$ cat src/csvfs_pkg.sv
// Shared types and constants of the CSV field splitter.
`default_nettype none
package csvfs_pkg;

	localparam logic [7:0] QUOTE_BYTE    = 8'h22;
	localparam logic [7:0] COMMA_BYTE    = 8'h2C;
	localparam logic [7:0] MAX_SEP_RESET = 8'd32;

	typedef enum logic [1:0] {
		MODE_UNQUOTED = 2'd0,
		MODE_QUOTED   = 2'd1,
		MODE_PENDING  = 2'd2,
		MODE_SWALLOW  = 2'd3
	} mode_t;

	typedef enum logic [1:0] {
		KIND_BYTE       = 2'd0,
		KIND_FIELD_END  = 2'd1,
		KIND_LINE_OK    = 2'd2,
		KIND_LINE_ERROR = 2'd3
	} kind_t;

	typedef struct packed {
		logic [7:0] character;
		logic       is_end;
	} item_t;

	typedef struct packed {
		kind_t      kind;
		logic [7:0] field_byte;
		logic [7:0] field_number;
	} result_t;

endpackage
`default_nettype wire

$ cat src/csvfs_ifs.sv
// Channel interfaces: input bytes, results and the configuration write.
`default_nettype none
interface csvfs_char_if;
	logic       valid;
	logic       ready;
	logic [7:0] character;
	logic       is_end;
	modport source (output valid, character, is_end, input ready);
	modport sink   (input valid, character, is_end, output ready);
endinterface

interface csvfs_result_if;
	logic       valid;
	logic       ready;
	logic [1:0] kind;
	logic [7:0] field_byte;
	logic [7:0] field_number;
	modport source (output valid, kind, field_byte, field_number, input ready);
	modport sink   (input valid, kind, field_byte, field_number, output ready);
endinterface

interface csvfs_cfg_if;
	logic       valid;
	logic       ready;
	logic [7:0] data;
	modport source (output valid, data, input ready);
	modport sink   (input valid, data, output ready);
endinterface
`default_nettype wire

$ cat src/csv_field_splitter_top.sv
// Top level of the CSV field splitter: input stage plus parser.
// An accepted byte is held in the input stage, then its result in the result register.
// Throughput: one item per cycle while the result channel is free; items that give no result never stall.
// Input stage and result register decouple the two channels.
// Reset (arst_n low, asynchronous): no items held, parser unquoted at
// field zero, max_separators back to 32.
`default_nettype none
module csv_field_splitter_top (
	input  wire logic        clk,
	input  wire logic        arst_n,
	csvfs_char_if.sink       chars,
	csvfs_result_if.source   results,
	csvfs_cfg_if.sink        cfg
);

	logic              valid_s1;
	csvfs_pkg::item_t  item_s1;
	logic              consume;

	csvfs_in_stage u_in_stage (
		.clk      (clk),
		.arst_n   (arst_n),
		.chars    (chars),
		.consume  (consume),
		.valid_s1 (valid_s1),
		.item_s1  (item_s1)
	);

	csvfs_parse u_parse (
		.clk      (clk),
		.arst_n   (arst_n),
		.valid_s1 (valid_s1),
		.item_s1  (item_s1),
		.consume  (consume),
		.results  (results),
		.cfg      (cfg)
	);

endmodule
`default_nettype wire

$ cat src/csvfs_in_stage.sv
// Input register stage: holds one accepted byte item for the parser.
`default_nettype none
module csvfs_in_stage (
	input  wire logic            clk,
	input  wire logic            arst_n,
	csvfs_char_if.sink           chars,
	input  wire logic            consume,
	output logic                 valid_s1,
	output csvfs_pkg::item_t     item_s1
);

	logic accept;

	assign chars.ready = !valid_s1 || consume;
	assign accept      = chars.valid && chars.ready;

	always_ff @(posedge clk or negedge arst_n) begin
		if (!arst_n) begin
			valid_s1 <= 1'b0;
		end else if (chars.ready) begin
			valid_s1 <= chars.valid;
		end
	end

	always_ff @(posedge clk) begin
		if (accept) begin
			item_s1.character <= chars.character;
			item_s1.is_end    <= chars.is_end;
		end
	end

	a_hold_until_consumed: assert property (@(posedge clk) disable iff (!arst_n)
		valid_s1 && !consume |=> valid_s1 && $stable(item_s1))
		else $error("input stage dropped or changed an item before it was consumed");

	a_accept_loads: assert property (@(posedge clk) disable iff (!arst_n)
		accept |=> valid_s1)
		else $error("accepted item not held in input stage");

	a_ready_when_empty: assert property (@(posedge clk) disable iff (!arst_n)
		!valid_s1 |-> chars.ready)
		else $error("empty input stage refuses a request");

endmodule
`default_nettype wire

$ cat src/csvfs_parse.sv
// Parse state, per-byte decision logic and the result output register.
`default_nettype none
module csvfs_parse (
	input  wire logic            clk,
	input  wire logic            arst_n,
	input  wire logic            valid_s1,
	input  csvfs_pkg::item_t     item_s1,
	output logic                 consume,
	csvfs_result_if.source       results,
	csvfs_cfg_if.sink            cfg
);

	csvfs_pkg::mode_t   mode_q, mode_d;
	logic               content_q, content_d;
	logic [7:0]         count_q, count_d;
	logic [7:0]         max_sep_q;
	logic               has_res;
	csvfs_pkg::result_t res;
	logic               out_valid_q;
	csvfs_pkg::result_t out_q;
	logic               out_free;
	logic               do_unq;

	assign cfg.ready = 1'b1;

	always_ff @(posedge clk or negedge arst_n) begin
		if (!arst_n) begin
			max_sep_q <= csvfs_pkg::MAX_SEP_RESET;
		end else if (cfg.valid) begin
			max_sep_q <= cfg.data;
		end
	end

	always_comb begin
		mode_d           = mode_q;
		content_d        = content_q;
		count_d          = count_q;
		has_res          = 1'b0;
		do_unq           = 1'b0;
		res.kind         = csvfs_pkg::KIND_BYTE;
		res.field_byte   = 8'd0;
		res.field_number = count_q;
		if (item_s1.is_end) begin
			has_res   = 1'b1;
			res.kind  = (mode_q == csvfs_pkg::MODE_QUOTED || mode_q == csvfs_pkg::MODE_SWALLOW)
			            ? csvfs_pkg::KIND_LINE_ERROR : csvfs_pkg::KIND_LINE_OK;
			mode_d    = csvfs_pkg::MODE_UNQUOTED;
			content_d = 1'b0;
			count_d   = 8'd0;
		end else begin
			unique case (mode_q)
				csvfs_pkg::MODE_QUOTED: begin
					if (item_s1.character == csvfs_pkg::QUOTE_BYTE) begin
						mode_d = csvfs_pkg::MODE_PENDING;
					end else begin
						content_d      = 1'b1;
						has_res        = 1'b1;
						res.field_byte = item_s1.character;
					end
				end
				csvfs_pkg::MODE_PENDING: begin
					if (item_s1.character == csvfs_pkg::QUOTE_BYTE) begin
						// doubled quote inside quotes: one literal quote
						mode_d         = csvfs_pkg::MODE_QUOTED;
						content_d      = 1'b1;
						has_res        = 1'b1;
						res.field_byte = csvfs_pkg::QUOTE_BYTE;
					end else begin
						mode_d = csvfs_pkg::MODE_UNQUOTED;
						do_unq = 1'b1;
					end
				end
				csvfs_pkg::MODE_SWALLOW: begin
					has_res = 1'b0;
				end
				default: begin
					do_unq = 1'b1;
				end
			endcase
			if (do_unq) begin
				if (item_s1.character == csvfs_pkg::COMMA_BYTE) begin
					if (count_q >= max_sep_q) begin
						mode_d = csvfs_pkg::MODE_SWALLOW;
					end else begin
						has_res   = 1'b1;
						res.kind  = csvfs_pkg::KIND_FIELD_END;
						count_d   = count_q + 8'd1;
						content_d = 1'b0;
					end
				end else if (item_s1.character == csvfs_pkg::QUOTE_BYTE && !content_q) begin
					mode_d = csvfs_pkg::MODE_QUOTED;
				end else begin
					content_d      = 1'b1;
					has_res        = 1'b1;
					res.field_byte = item_s1.character;
				end
			end
		end
	end

	// an item with no result never waits on the output side
	assign out_free = !out_valid_q || results.ready;
	assign consume  = valid_s1 && (!has_res || out_free);

	always_ff @(posedge clk or negedge arst_n) begin
		if (!arst_n) begin
			mode_q      <= csvfs_pkg::MODE_UNQUOTED;
			content_q   <= 1'b0;
			count_q     <= 8'd0;
			out_valid_q <= 1'b0;
		end else begin
			if (consume) begin
				mode_q    <= mode_d;
				content_q <= content_d;
				count_q   <= count_d;
			end
			if (out_free) begin
				out_valid_q <= consume && has_res;
			end
		end
	end

	always_ff @(posedge clk) begin
		if (consume && has_res) begin
			out_q <= res;
		end
	end

	assign results.valid        = out_valid_q;
	assign results.kind         = out_q.kind;
	assign results.field_byte   = out_q.field_byte;
	assign results.field_number = out_q.field_number;

	a_result_presented: assert property (@(posedge clk) disable iff (!arst_n)
		consume && has_res |=> results.valid)
		else $error("result of a consumed item not presented");

	a_swallow_silent: assert property (@(posedge clk) disable iff (!arst_n)
		consume && mode_q == csvfs_pkg::MODE_SWALLOW
		|-> !has_res || res.kind == csvfs_pkg::KIND_LINE_ERROR)
		else $error("result produced while swallowing a rejected line");

	a_end_clears: assert property (@(posedge clk) disable iff (!arst_n)
		consume && item_s1.is_end
		|=> mode_q == csvfs_pkg::MODE_UNQUOTED && count_q == 8'd0 && !content_q)
		else $error("parse state not cleared after end of line");

	a_field_end_counts: assert property (@(posedge clk) disable iff (!arst_n)
		consume && has_res && res.kind == csvfs_pkg::KIND_FIELD_END
		|=> count_q == 8'($past(count_q) + 8'd1))
		else $error("separator count not advanced on field end");

endmodule
`default_nettype wire
$ cat src/flat_wrapper.sv
// flat-port wrapper written by rule: the top's interface ports become plain ports
module csv_field_splitter_top_flat 
  (clk, arst_n, chars_valid, chars_character, chars_is_end, chars_ready, results_valid, results_kind, results_field_byte, results_field_number, results_ready, cfg_valid, cfg_data, cfg_ready);
  csvfs_char_if chars_i ();
  csvfs_result_if results_i ();
  csvfs_cfg_if cfg_i ();
  input  wire logic clk;
  input  wire logic arst_n;
  input wire logic [$bits(chars_i.valid)-1:0] chars_valid;
  input wire logic [$bits(chars_i.character)-1:0] chars_character;
  input wire logic [$bits(chars_i.is_end)-1:0] chars_is_end;
  output wire logic [$bits(chars_i.ready)-1:0] chars_ready;
  output wire logic [$bits(results_i.valid)-1:0] results_valid;
  output wire logic [$bits(results_i.kind)-1:0] results_kind;
  output wire logic [$bits(results_i.field_byte)-1:0] results_field_byte;
  output wire logic [$bits(results_i.field_number)-1:0] results_field_number;
  input wire logic [$bits(results_i.ready)-1:0] results_ready;
  input wire logic [$bits(cfg_i.valid)-1:0] cfg_valid;
  input wire logic [$bits(cfg_i.data)-1:0] cfg_data;
  output wire logic [$bits(cfg_i.ready)-1:0] cfg_ready;
  assign chars_i.valid = chars_valid;
  assign chars_i.character = chars_character;
  assign chars_i.is_end = chars_is_end;
  assign chars_ready = chars_i.ready;
  assign results_valid = results_i.valid;
  assign results_kind = results_i.kind;
  assign results_field_byte = results_i.field_byte;
  assign results_field_number = results_i.field_number;
  assign results_i.ready = results_ready;
  assign cfg_i.valid = cfg_valid;
  assign cfg_i.data = cfg_data;
  assign cfg_ready = cfg_i.ready;
  csv_field_splitter_top u_core (.clk(clk), .arst_n(arst_n), .chars(chars_i), .results(results_i), .cfg(cfg_i));
endmodule
$ cat config.mk
export PLATFORM = sky130hd
export DESIGN_NAME = csv_field_splitter_top_flat
export DESIGN_NICKNAME = d
export VERILOG_FILES = /design/src/csvfs_pkg.sv /design/src/csvfs_ifs.sv /design/src/csv_field_splitter_top.sv /design/src/csvfs_in_stage.sv /design/src/csvfs_parse.sv /design/src/flat_wrapper.sv
export SDC_FILE = /design/constraint.sdc
export NUM_CORES = 1
export LEC_CHECK = 0
export ABC_AREA = 1
export BUFFER_PORTS_ARGS = -buffer_cell sky130_fd_sc_hd__buf_4
export CAP_MARGIN = 25
export CORE_MARGIN = 3
export CORE_UTILIZATION = 51
export CTS_BUF_LIST = sky130_fd_sc_hd__clkbuf_2
export CTS_CLUSTER_DIAMETER = 30
export DETAILED_ROUTE_END_ITERATION = 8
export GPL_ROUTABILITY_DRIVEN = 1
export GPL_TIMING_DRIVEN = 0
export PLACE_DENSITY = 0.83
export SLEW_MARGIN = 20
export SYNTH_ARGS = -nofsm -noshare
export SYNTH_HDL_FRONTEND = slang
export SYNTH_SLANG_ARGS = --single-unit
export TNS_END_PERCENT = 30
$ cat constraint.sdc
create_clock -name clk -period 4.3 [get_ports clk]
set_input_delay 0.43 -clock clk [delete_from_list [all_inputs] [get_ports clk]]
set_output_delay 0.43 -clock clk [all_outputs]
set_load 0.03 [all_outputs]
; ---- Word level (Yosys, flattened, before mapping)
; Cells that the tools add are included.
[totals]
elab_cells = 75
inputBits = 22
out_inout_bits = 21
reg_bits = 48
[classes]
n_reduce_logical = 16
muxes = 40
magnitude_cmp = 1
add_sub_neg = 1
eq_ne = 6
[ops]
columns = operator, n
row1 = 2-to-1 mux 8 bit, 7
row2 = 2-to-1 mux 1 bit, 18
row3 = == test 8 x 6 -> 1 bit (second input constant), 2
row4 = 2-to-1 mux 2 bit, 8
row5 = one-hot mux 8 bit (2 select lines), 1
row6 = 2-to-1 mux 10 bit, 1
row7 = adder 8 x 1 -> 8 bit (second input constant), 1
row8 = greater-or-equal comparator 8 bit, 1
row9 = 2-to-1 mux 6 bit, 1
row10 = one-hot mux 1 bit (2 select lines), 3
row11 = == test 2 bit (second input constant), 2
row12 = logical AND 1 bit, 4
row13 = logical NOT 1 bit, 4
row14 = logical OR 1 bit, 4
row15 = one-hot mux 2 bit (2 select lines), 1
row16 = AND reduction 4 bit, 1
row17 = nonzero test 2 bit, 2
row18 = == test 2 x 1 -> 1 bit (second input constant), 1
row19 = inequality test 2 x 1 -> 1 bit (second input constant), 1
row20 = OR reduction 2 bit, 1

; ---- Depth between registers and ports, before layout
; Gate-level depths: netlist of the first run.
[depth]
ltp_word = 12
depth_mapped = 15

; ---- By module
; From an unflattened synthesis of the first run, not the netlist that was laid out.
[unflattened]
cells_unflattened = 260
area_unflattened_um2 = 2487.4
[by_module_without_submodules]
columns = module, instances, seq_area_each_um2, area_per_inst_um2, cells_per_inst
row1 = csvfs_parse, 1, 1042.2, 2172.1, 245
row2 = csvfs_in_stage, 1, 295.3, 315.3, 15

; ---- Least setup slack after synthesis of the first run
; Ideal clock, no wire load.
[synth_path]
kind = register to register
start = register u_core.u_parse.max_sep_q[5]
end = register, netlist name u_core.u_in_stage.item_s1[0]
path_buffers = 0
setup_time_ns = 0.278
arrival_time_ns = 2.014
stages_incl_launch_ff = 13
setup_slack_ns = 2.008
cell_sequence = dfstp_2 -> inv_1 -> ha_1 -> nand2_1 -> nand2_1 -> nand3_1 -> nand2_1 -> nor2_2 -> nand3_4 -> nand3_1 -> nand3_1 -> nand2_1 -> inv_1
[synth_between]
elab_chain_cells = 10
[synth_rtl]
columns = item, line_no
row1 = from (decl), csvfs_parse.sv:16  ; logic [7:0] max_sep_q;
row2 = from (signal assigned), csvfs_parse.sv:28  ; max_sep_q <= csvfs_pkg::MAX_SEP_RESET;
row3 = from (signal assigned), csvfs_parse.sv:30  ; max_sep_q <= cfg.data;
row4 = greater-or-equal comparator 8 bit, csvfs_parse.sv:82  ; if (count_q >= max_sep_q) begin
row5 = 2-to-1 mux 1 bit, csvfs_parse.sv:82
row6 = 2-to-1 mux 1 bit, csvfs_parse.sv:81  ; if (item_s1.character == csvfs_pkg::COMMA_BYTE) begin
row7 = 2-to-1 mux 1 bit, csvfs_parse.sv:80  ; if (do_unq) begin
row8 = 2-to-1 mux 1 bit, csvfs_parse.sv:43  ; if (item_s1.is_end) begin
row9 = logical NOT 1 bit, csvfs_parse.sv:103  ; assign consume = valid_s1 && (!has_res || out_free);
row10 = logical OR 1 bit, csvfs_parse.sv:103
row11 = logical AND 1 bit, csvfs_parse.sv:103
row12 = logical OR 1 bit, csvfs_in_stage.sv:14  ; assign chars.ready = !valid_s1 || consume;
row13 = named net chars_ready, flat_wrapper.sv:12  ; output wire logic [$bits(chars_i.ready)-1:0] chars_ready;
row14 = logical AND 1 bit, csvfs_in_stage.sv:15  ; assign accept = chars.valid && chars.ready;
row15 = named net u_core.u_in_stage.accept, csvfs_in_stage.sv:12  ; logic accept;
; The timed path passes the listed nets, and every way through them passes these cells.
; A chain may end at the register's enable or synchronous reset.

; ---- Worst setup path in the final report of the first run
[layout_path]
start = register u_core.u_parse.count_q[7]
end = output port chars_ready
[layout_between]
elab_chain_cells = 9
[layout_rtl]
columns = item, line_no
row1 = from (decl), csvfs_parse.sv:15  ; logic [7:0] count_q, count_d;
row2 = from (signal assigned), csvfs_parse.sv:115  ; count_q <= count_d;
row3 = greater-or-equal comparator 8 bit, csvfs_parse.sv:82
row4 = 2-to-1 mux 1 bit, csvfs_parse.sv:82
row5 = 2-to-1 mux 1 bit, csvfs_parse.sv:81
row6 = 2-to-1 mux 1 bit, csvfs_parse.sv:80
row7 = 2-to-1 mux 1 bit, csvfs_parse.sv:43
row8 = logical NOT 1 bit, csvfs_parse.sv:103
row9 = logical OR 1 bit, csvfs_parse.sv:103
row10 = logical AND 1 bit, csvfs_parse.sv:103
row11 = logical OR 1 bit, csvfs_in_stage.sv:14
row12 = to (decl), flat_wrapper.sv:12
; No other way between the ends.

==> results of run 1 <==
## area by class of cell
| class | count | area [um2] | share of cell area (%) |
|---|---|---|---|
| clock buffer | 5 | 25.0 | 0.865 |
| multi-input combinational | 164 | 927 | 32.1 |
| sequential | 48 | 1340 | 46.3 |
| tap | 52 | 65.1 | 2.25 |
| inverter | 38 | 143 | 4.93 |
| buffer | 5 | 33.8 | 1.17 |
| timing repair buffer | 42 | 318 | 11.0 |
| clock inverter | 3 | 42.5 | 1.47 |
## synthesized netlist by cell type, drive strengths merged
| cell | n |
|---|---|
| nand4 | 2 |
| nor3 | 9 |
| clkbuf | 3 |
| a31oi | 1 |
| o211ai | 1 |
| nand2 | 68 |
| a21oi | 7 |
| ha | 12 |
| o31ai | 1 |
| dfrtp | 20 |
| conb | 1 |
| nand3b | 2 |
| nor2 | 17 |
| o21ai | 16 |
| buf | 2 |
| edfxtp | 27 |
| o21bai | 1 |
| mux2 | 1 |
| inv | 38 |
| or2 | 3 |
| dfstp | 1 |
| nand3 | 22 |
## what timing repair did
action                     4_1_cts  5_1_grt
hold endpoints to repair        20        0
hold buffers                     1        0
setup endpoints to repair        0        0
## layer usage
metal  up-vias  GRT usage, %  wire length, um
met2        48          33.5             2440
met3         5          4.14              204
li1        935             -                -
met1       866          21.1             1900
met4         0          5.05               42
met5         -             0                0
## critical path: cells and delay by family (launching register included)
family | cells | cell delay (ps)
buffers and inverters | 1 | 200
AO/OA/AOI/OAI | 1 | 220
flip-flops | 1 | 500
adder cells (fa/ha/maj) | 1 | 360
AND/OR/NAND/NOR | 5 | 630
## worst max-delay path by stage
stage,from,to,slack (ps),depth (start not counted)
2_1_floorplan,u_core.u_parse.max_sep_q[5]$_DFFE_PN1P_,u_core.u_in_stage.item_s1[0]$_DFFE_PP_,2010,12
3_5_place_dp,u_core.u_parse.count_q[7]$_DFFE_PN0P_,u_core.u_parse.results.kind[1]$_SDFFCE_PP1P_,1750,8
4_1_cts,u_core.u_parse.count_q[7]$_DFFE_PN0P_,chars_ready,1520,8
3_3_place_gp,u_core.u_parse.max_sep_q[5]$_DFFE_PN1P_,u_core.u_parse.results.kind[1]$_SDFFCE_PP1P_,1800,11
6_report,u_core.u_parse.count_q[7]$_DFFE_PN0P_,chars_ready,1540,8
5_1_grt,u_core.u_parse.max_sep_q[5]$_DFFE_PN1P_,chars_ready,1320,11
## state kept, by name (all words and copies together) (netlist names)
signal and flops:
u_core.u_parse.results.field_number 8, u_core.u_parse.results.field_byte 8, u_core.u_parse.content_q 1, u_core.u_parse.results.kind 2, u_core.u_parse.max_sep_q 8, u_core.u_parse.count_q 8
u_core.u_in_stage.valid_s1 1, u_core.u_in_stage.item_s1 9, u_core.u_parse.results.valid 1, u_core.u_parse.mode_q 2
## logic make-up (layout without fill, tap and decap cells)
| logic type | count (synthesis) | in the layout | synth area share [%] |
|---|---|---|---|
| AOI/OAI and AO/OA | 27 | 27 | 6.77 |
| adders and majority gates | 12 | 12 | 6.15 |
| buffers and inverters | 43 | 93 | 7.23 |
| DFF | 48 | 48 | 54.8 |
| muxes | 1 | 1 | 0.461 |
| other | 1 | 1 | 0.154 |
| and+or+nand+nor | 123 | 123 | 24.4 |
## through the flow
step,total power [uW],cell area (um2)
6_report,1100,2890
5_1_grt,1160,2890
4_1_cts,1110,2890
3_5_place_dp,866,2810
3_3_place_gp,856,2810
2_1_floorplan,770,2440
## report_power, final
group          switching, uW  internal, uW  total [uW]
clock network            149          97.7         247
logic                    167          96.3         264
registers               33.8           555         589
==> run metrics, run 1 <==
endpoints failing hold=0; Slew headroom=54.0%; Max Clk Rate=0.362 GHz; CP endpoint kind=output port; post-synthesis register bit count=48; nets=~340; status=completed; DR vias=1854; DRC=0; largest area contributor in the netlist=edfxtp_1; GRT Total Usage=approximately 18%; TritonCTS clock tree=built; CP most frequent cell=nand3_1; worst vdd ir=0.000242 V; remaining global-route overflow=0; Inst Count DP=348; # diodes=0; hold path cells=1; PortBufs=roughly 40; Yosys cell types=32; Die Wd=75.2 um; Clock Latency Late Sink=430 ps; CTS Root Cell=clkbuf_2; Crit Path Class=flip-flop to output port; die area=5650 um2; Max FO, Critical Path=5; initial detailed-routing violation count=108; DPL Wire Length=approximately 3.5 mm; vias per inst=5.19; WHS Endpoint=u_core.u_in_stage.item_s1[0]$_DFFE_PP_; postcts setup bufs=0; RSZ-0062 raised after global routing=false; most common cell after layout, fill and taps aside=nand2_1; antenna-violating nets left=0; yosys warns=0; max incr delay on CP=500 ps; post-cts resize count=0; Final Critical Period=~2800 ps; Area Overhead vs Synth=18.5%; vias in the first global route=between 1500 and 2000; mapped cell area=2440 um2; core footprint=roughly 4500 um2; initial antenna violation count=0; dominant cells by area after synthesis=edfxtp_1, dfrtp_1, nand2_1, ha_1, inv_1; Lkg Pwr=between 0.001 and 0.0015 uW; io pins=43; critical path's slowest cell=dfrtp_1; Cell Chain, Critical Path=ha_1, a21oi_1, nand2_1, nor2_2, nand3_4, nand3_1, nand3_1, buf_4; startpoint types=flip-flop; Min-Delay Path Class=input port to flip-flop; Post-Syn Instances=255; pins over their slew limit=0; drt pass-1 iters=4; pin count of the biggest net entering global routing=22; Final Skew=17.8 ps; most frequent cells in the layout=nand2_1, buf_4, inv_1; non-filler cells in the finished layout=357; tightest hold margin=153 ps; Die Span Y=roughly 75 um; PwrDens=380 nW/um2; Post-Synthesis Net Count=289; syn avg cell area=9.57 um2; post-DR wirelength/cell=12.9 um; Reg-to-Reg Start=u_core.u_parse.count_q[7]$_DFFE_PN0P_; hold_sp=chars_is_end; initial core utilization=54.6%; first-pass GRT wire length=7.73 mm; final setup TNS=0 ps; global placement routability congestion=0.930; FF-to-FF End=u_core.u_parse.results.kind[1]$_SDFFCE_PP1P_; MaxCap Viol Count=0; pre-CTS WS=around 1700 ps; fin util=between 60% and 70%; share of layout cells above drive strength 1=25.2%; Fillers=roughly 380; register area share after synthesis=54.8%; clock-pin slew on the worst setup and hold paths=250 ps; # rows=24; reg-to-reg slack, setup=1760 ps; CP Data Arrival Time=between 2000 and 2500 ps; CP required=3870 ps; Synth top area share=between 30% and 40%; Worst Setup Slack, final=1540 ps; CTS max path bufs=2; H-Tree Depth=2; clock sinks=48; Worst R2R Path Depth=8; DRT Wirelength=around 4.6 mm; setup violators final=0; CTS Buf Count=5; period utilization=between 60% and 70%; Worst-Margin Slew=688 ps
Note: power is estimated with default switching activity, not from simulation.
==> inputs of run 2 (changes only) <==
--- a/config.mk
+++ b/config.mk
@@ -15,7 +15,7 @@
 export DETAILED_ROUTE_END_ITERATION = 8
 export GPL_ROUTABILITY_DRIVEN = 1
 export GPL_TIMING_DRIVEN = 0
-export PLACE_DENSITY = 0.83
+export PLACE_DENSITY = 0.86
 export SLEW_MARGIN = 20
 export SYNTH_ARGS = -nofsm -noshare
 export SYNTH_HDL_FRONTEND = slang
==> constraint.sdc (replaced) <==
create_clock -name clk -period 2.26 [get_ports clk]
set_input_delay 0.226 -clock clk [delete_from_list [all_inputs] [get_ports clk]]
set_output_delay 0.226 -clock clk [all_outputs]
set_load 0.03 [all_outputs]
==> run 2 against run 1 <==
Net effect: the flow now finishes with violations (negative setup slack); clock skew fell by 5.2 ps; global-route usage rose by 3.3 points; worst hold slack got worse by 120 ps; sequential share of layout area fell by 5.2 points; via count rose by 12%; clock power rose by 38%; clock-buffer cell count rose by 1; non-clock buffer count rose by 29; sequential power rose by 92%; flip-flop and latch count did not move.
==> run metrics, run 2 (same netlist as run 1, synthesis figures left out) <==
initial detailed-routing violation count=197 (+82%); Die Wd=75.2 um (unchanged); Clock Latency Late Sink=400 ps (-30 ps); most frequent cells in the layout=nand2_1, buf_4, inv_1, edfxtp_1, dlygate4sd3_1; initial antenna violation count=0 (unchanged); share of layout cells above drive strength 1=35.5% (+10 points); CP endpoint=chars_ready; endpoints failing hold=0 (unchanged); CTS Buf Count=5 (unchanged); pin count of the biggest net entering global routing=22 (unchanged); period utilization=101%; Area Overhead vs Synth=34.1%; area post-placement=2820 um2 (+0.18%); Worst R2R Path Depth=10 (+2); first-pass GRT wire length=8.99 mm (+16%); pins over their slew limit=0 (unchanged); Max FO, Critical Path=6 (+1); reg-to-reg slack, setup=30 ps (-1730 ps); final setup TNS=-33.7 ps (-33.7 ps); violated checks=negative setup slack; drt pass-1 iters=6 (+2); die area=5650 um2 (unchanged); Max Clk Rate=0.436 GHz; DPL Wire Length=3.66 mm (+5.2%); antenna-violating nets left=0 (unchanged); crit path from=u_core.u_parse.count_q[3]$_DFFE_PN0P_; CP endpoint kind=output port; Lkg Pwr=0.00152 uW (+7.7%); vias per inst=5.37 (+3.3%); Slew headroom=65.0% (+11 points); worst vdd ir=0.000445 V (+84%); RSZ-0062 raised after global routing=true; post-DR wirelength/cell=15.5 um (+20%); startpoint types=flip-flop; Reg-to-Reg Start=u_core.u_parse.count_q[3]$_DFFE_PN0P_; # rows=24 (unchanged); Biggest register=u_core.u_in_stage.item_s1; remaining global-route overflow=0 (unchanged); global placement routability congestion=0.883 (-5.1%); Worst Setup Slack, final=-33.7 ps (-1570 ps); DR vias=2077 (+12%); status=finished with violations; Tot Pwr=2100 uW (+91%); fin util=73.2% (+8.6 points); nets=368 (+8.9%); Min-Delay Path Class=input port to flip-flop; CTS max path bufs=2 (unchanged); most common cell after layout, fill and taps aside=nand2_1; PwrDens=640 nW/um2 (+68%); DRC=0 (unchanged); Die Span Y=75.2 um (unchanged); clock-pin slew on the worst setup and hold paths=230 ps (-20 ps); vias in the first global route=1986 (+13%); CTS Root Cell=clkbuf_2; fin area=3270 um2 (+13%); CP required=2030 ps (-1840 ps); FF-to-FF End=u_core.u_parse.results.kind[0]$_DFFE_PP_; # diodes=0 (unchanged); TritonCTS clock tree=built; DRT Wirelength=5.99 mm (+30%); CP Data Arrival Time=2070 ps (-260 ps); Final Critical Period=2290 ps; H-Tree Depth=2 (unchanged); PortBufs=41 (unchanged); GRT Total Usage=21.5% (+3.3 points); tightest hold margin=30.5 ps (-123 ps); clock sinks=48 (unchanged); setup violators final=1 (+1); initial core utilization=54.6% (unchanged); flip-flop count of the largest register after layout=9 (unchanged); Worst-Margin Slew=526 ps (-163 ps); io pins=43 (unchanged); Crit Path Class=flip-flop to output port; Final Skew=12.6 ps (-5.23 ps); core footprint=4470 um2 (unchanged); MaxCap Viol Count=0 (unchanged)
==> run 2: metal layers <==
layer | track usage (%) | routed length [um] | vias up
li1 | - | - | 993
met1 | 25.8 | 2360 | 987
met2 | 35.6 | 3190 | 82
met3 | 5.74 | 297 | 15
met4 | 10.7 | 147 | 0
met5 | 0 | 0 | -
==> run 2: layout make-up <==
class                           instances  area [um2]
Timing Repair inverter                  1        7.51
Sequential cell                        48        1340
Tap cell                               52        65.1
Clock buffer                            6        30.0
Clock inverter                          2        11.3
Timing Repair Buffer                   71         586
Inverter                               38         150
Multi-Input combinational cell        164        1050
Fill cell                             277        1200
Buffer                                  5        33.8
==> run 2: power by group <==
| group | switching, uW | internal, uW |
|---|---|---|
| combinational | 380 | 248 |
| sequential | 70.8 | 1050 |
| clock | 264 | 77.3 |
| total | 715 | 1380 |
==> run 2: what timing repair did <==
item | CTS | global route
cloned | 0 | 1
hold buffers | 15 | 3
endpoints found under the setup margin | 28 | 28
setup buffers | 4 | 8
endpoints found under the hold margin | 35 | 3
resized for setup | 7 | 29
pin swaps | 2 | 6
==> run 2: worst max-delay path, stage by stage (launching register included) <==
cell and delay [ps]:
dfrtp_2 500, ha_1 340, a21oi_1 170, nand2_2 100
nand2_4 90, nand3_4 110, nand3_4 120, nand3_4 80
buf_6 160
==> run 2: stage by stage <==
stage / cells / setup WS [ps]
2_1_floorplan: 255 / -20.0
3_3_place_gp: 348 / -304
3_5_place_dp: 348 / -359
4_1_cts: 375 / -127
5_1_grt: 387 / -165
6_report: 387 / -33.7
==> run 2: worst min path at each step <==
stage,startpoint,end,slack [ps],cells after the start
floorplan,arst_n,u_core.u_in_stage.valid_s1$_DFFE_PN0P_,-70,0
global placement,arst_n,u_core.u_parse.max_sep_q[1]$_DFFE_PN0P_,120,1
detailed placement,arst_n,u_core.u_parse.max_sep_q[1]$_DFFE_PN0P_,130,1
CTS,cfg_data[7],u_core.u_parse.max_sep_q[7]$_DFFE_PN0P_,4,3
global route,cfg_data[5],u_core.u_parse.max_sep_q[5]$_DFFE_PN1P_,9,3
finish,cfg_data[5],u_core.u_parse.max_sep_q[5]$_DFFE_PN1P_,30,3
==> inputs of run 3 (changes only) <==
--- a/config.mk
+++ b/config.mk
@@ -16,6 +16,7 @@
 export GPL_ROUTABILITY_DRIVEN = 1
 export GPL_TIMING_DRIVEN = 0
 export PLACE_DENSITY = 0.86
+export RECOVER_POWER = 50
 export SLEW_MARGIN = 20
 export SYNTH_ARGS = -nofsm -noshare
 export SYNTH_HDL_FRONTEND = slang
==> run 3 against run 2 <==
Net effect: the run still ends with negative setup slack left; clock skew shrank 2.0 ps; die area is the same; first-iteration DRC count grew 5.6%; clock power grew 2%; clock-buffer cell count is the same; largest cell class unchanged; power shrank 0.21%; global-route usage is the same; worst setup slack gained 1.3 ps.
==> run metrics, run 3 (same netlist as run 1, synthesis figures left out) <==
startpoint types=flip-flop; antenna-violating nets left=0 (unchanged); CTS max path bufs=2 (unchanged); nets=368 (unchanged); Area Overhead vs Synth=33.5%; Fillers=284 (+2.5%); DR vias=2081 (+0.19%); hold path cells=3 (unchanged); CP endpoint kind=output port; clock-pin slew on the worst setup and hold paths=230 ps (about the same); DRT Wirelength=5.97 mm (-0.35%); area post-placement=2820 um2 (unchanged); most common cell after layout, fill and taps aside=nand2_1; DRC=0 (unchanged); CP Data Arrival Time=2070 ps (about the same); Worst R2R Path Depth=10 (unchanged); initial detailed-routing violation count=208 (+5.6%); PwrDens=642 nW/um2 (+0.29%); post-DR wirelength/cell=15.4 um (-0.35%); setup violators final=1 (unchanged); initial antenna violation count=0 (unchanged); H-Tree Depth=2 (unchanged); status=finished with violations; Die Wd=75.2 um (unchanged); period utilization=101% (about the same); flip-flop count of the largest register after layout=9 (unchanged); GRT Total Usage=21.5% (unchanged); fin util=72.8% (-0.36 points); global placement routability congestion=0.883 (unchanged); RSZ-0062 raised after global routing=true; first-pass GRT wire length=8.99 mm (unchanged); vias per inst=5.38 (+0.19%); DPL Wire Length=3.66 mm (unchanged); tightest hold margin=31.5 ps (+0.913 ps); endpoints failing hold=0 (unchanged); Max Clk Rate=0.436 GHz (about the same); initial core utilization=54.6% (unchanged); # diodes=0 (unchanged); CTS Root Cell=clkbuf_2; io pins=43 (unchanged); area of the multi-input gates=1050 um2 (unchanged); fin area=3260 um2 (-0.50%); Clock Latency Late Sink=400 ps (about the same); violated checks=negative setup slack; worst vdd ir=0.000451 V (+1.2%); sequential cell area=1340 um2 (about the same); CP required=2030 ps (about the same); pins over their slew limit=0 (unchanged); # rows=24 (unchanged); MaxCap Viol Count=0 (unchanged); Slew headroom=16.5% (-48 points); share of layout cells above drive strength 1=34.0% (-1.5 points); Die Span Y=75.2 um (unchanged); clock sinks=48 (unchanged); Lkg Pwr=0.00150 uW (-1.0%); hold_sp=cfg_data[5]; Worst-Margin Slew=1250 ps (+727 ps); crit path from=u_core.u_parse.count_q[3]$_DFFE_PN0P_; Biggest register=u_core.u_in_stage.item_s1; Worst Setup Slack, final=-32.4 ps (+1.26 ps); final setup TNS=-32.4 ps (+1.26 ps); remaining global-route overflow=0 (unchanged); pin count of the biggest net entering global routing=22 (unchanged); Reg-to-Reg Start=u_core.u_parse.count_q[3]$_DFFE_PN0P_; Max FO, Critical Path=6 (unchanged); drt pass-1 iters=6 (unchanged); core footprint=4470 um2 (unchanged); vias in the first global route=1986 (unchanged); Final Critical Period=2290 ps (-1.26 ps); PortBufs=41 (unchanged); Min-Delay Path Class=input port to flip-flop; Crit Path Class=flip-flop to output port; CTS Buf Count=5 (unchanged); Final Skew=10.5 ps (-2.03 ps); most frequent cells in the layout=nand2_1, buf_4, inv_1, edfxtp_1, dlygate4sd3_1; TritonCTS clock tree=built; die area=5650 um2 (unchanged)
-- run 3: changes by cell type in the layout (fill, tap and decap cells not counted) --
cell,delta
buf_4,-14
clkbuf_1,+4
clkbuf_4,+10
dfrtp_1,+1
dfrtp_2,-1
-- run 3: stage by stage --
step | total power [uW] | instances | setup slack [ps]
after floorplan | 1470 | 255 | -20.0
after global placement | 1640 | 348 | -304
after detailed placement | 1660 | 348 | -359
after CTS | 2040 | 375 | -127
after global routing | 2210 | 387 | -165
final | 2090 | 387 | -32.4
-- run 3: path summary, 6_finish.rpt --
path,endpoint,slack [ps]
max,chars_ready,-30
min,u_core.u_parse.max_sep_q[5]$_DFFE_PN1P_,30
max reg2reg,u_core.u_parse.results.kind[0]$_DFFE_PP_,30
min reg2reg,u_core.u_parse.results.kind[1]$_SDFFCE_PP1P_,500
max in group asynchronous,u_core.u_parse.count_q[7]$_DFFE_PN0P_,880
min in group asynchronous,u_core.u_parse.mode_q[1]$_DFFE_PN0N_,570
-- run 3: worst max-delay path: stages, from the launching register on --
cell and delay (ps):
dfrtp_2 500, ha_1 340, a21oi_1 170, nand2_2 100, nand2_4 90, nand3_4 100, nand3_4 120, nand3_4 80
buf_6 160
-- run 3: timing repair --
action	in CTS	in global routing
hold endpoints to repair	35	3
setup buffers	4	8
resized for setup	7	29
endpoints found under the setup margin	28	28
hold buffers	15	3
pin swaps	2	6
gates cloned	0	1
-- run 3: area by class of cell --
| class | count | area share (%) |
|---|---|---|
| clock inverters | 2 | 0.346 |
| clock buffers | 6 | 0.922 |
| flip-flops and latches | 48 | 41.2 |
| repair inverters | 1 | 0.230 |
| inverters | 38 | 4.61 |
| multi-input cells | 164 | 32.1 |
| plain buffers | 5 | 1.04 |
| well taps | 52 | 2.00 |
| repair buffers | 71 | 17.5 |
-- run 3: routing by layer --
layer  vias to the layer above  global-route usage, %  share of wire [%]
li1                        989                      -                  -
met1                       972                   25.8                 38
met2                        96                   35.6                 52
met3                        24                   5.74                5.8
met4                         0                   10.7                3.2
met5                         -                      0                  0
-- run 3: power breakdown --
part / leakage [uW] / internal, uW / switching [uW] / total (uW)
clock: 0.0000266 / 77.3 / 271 / 349
sequential: 0.000527 / 1050 / 69.5 / 1120
combinational: 0.000948 / 238 / 380 / 618
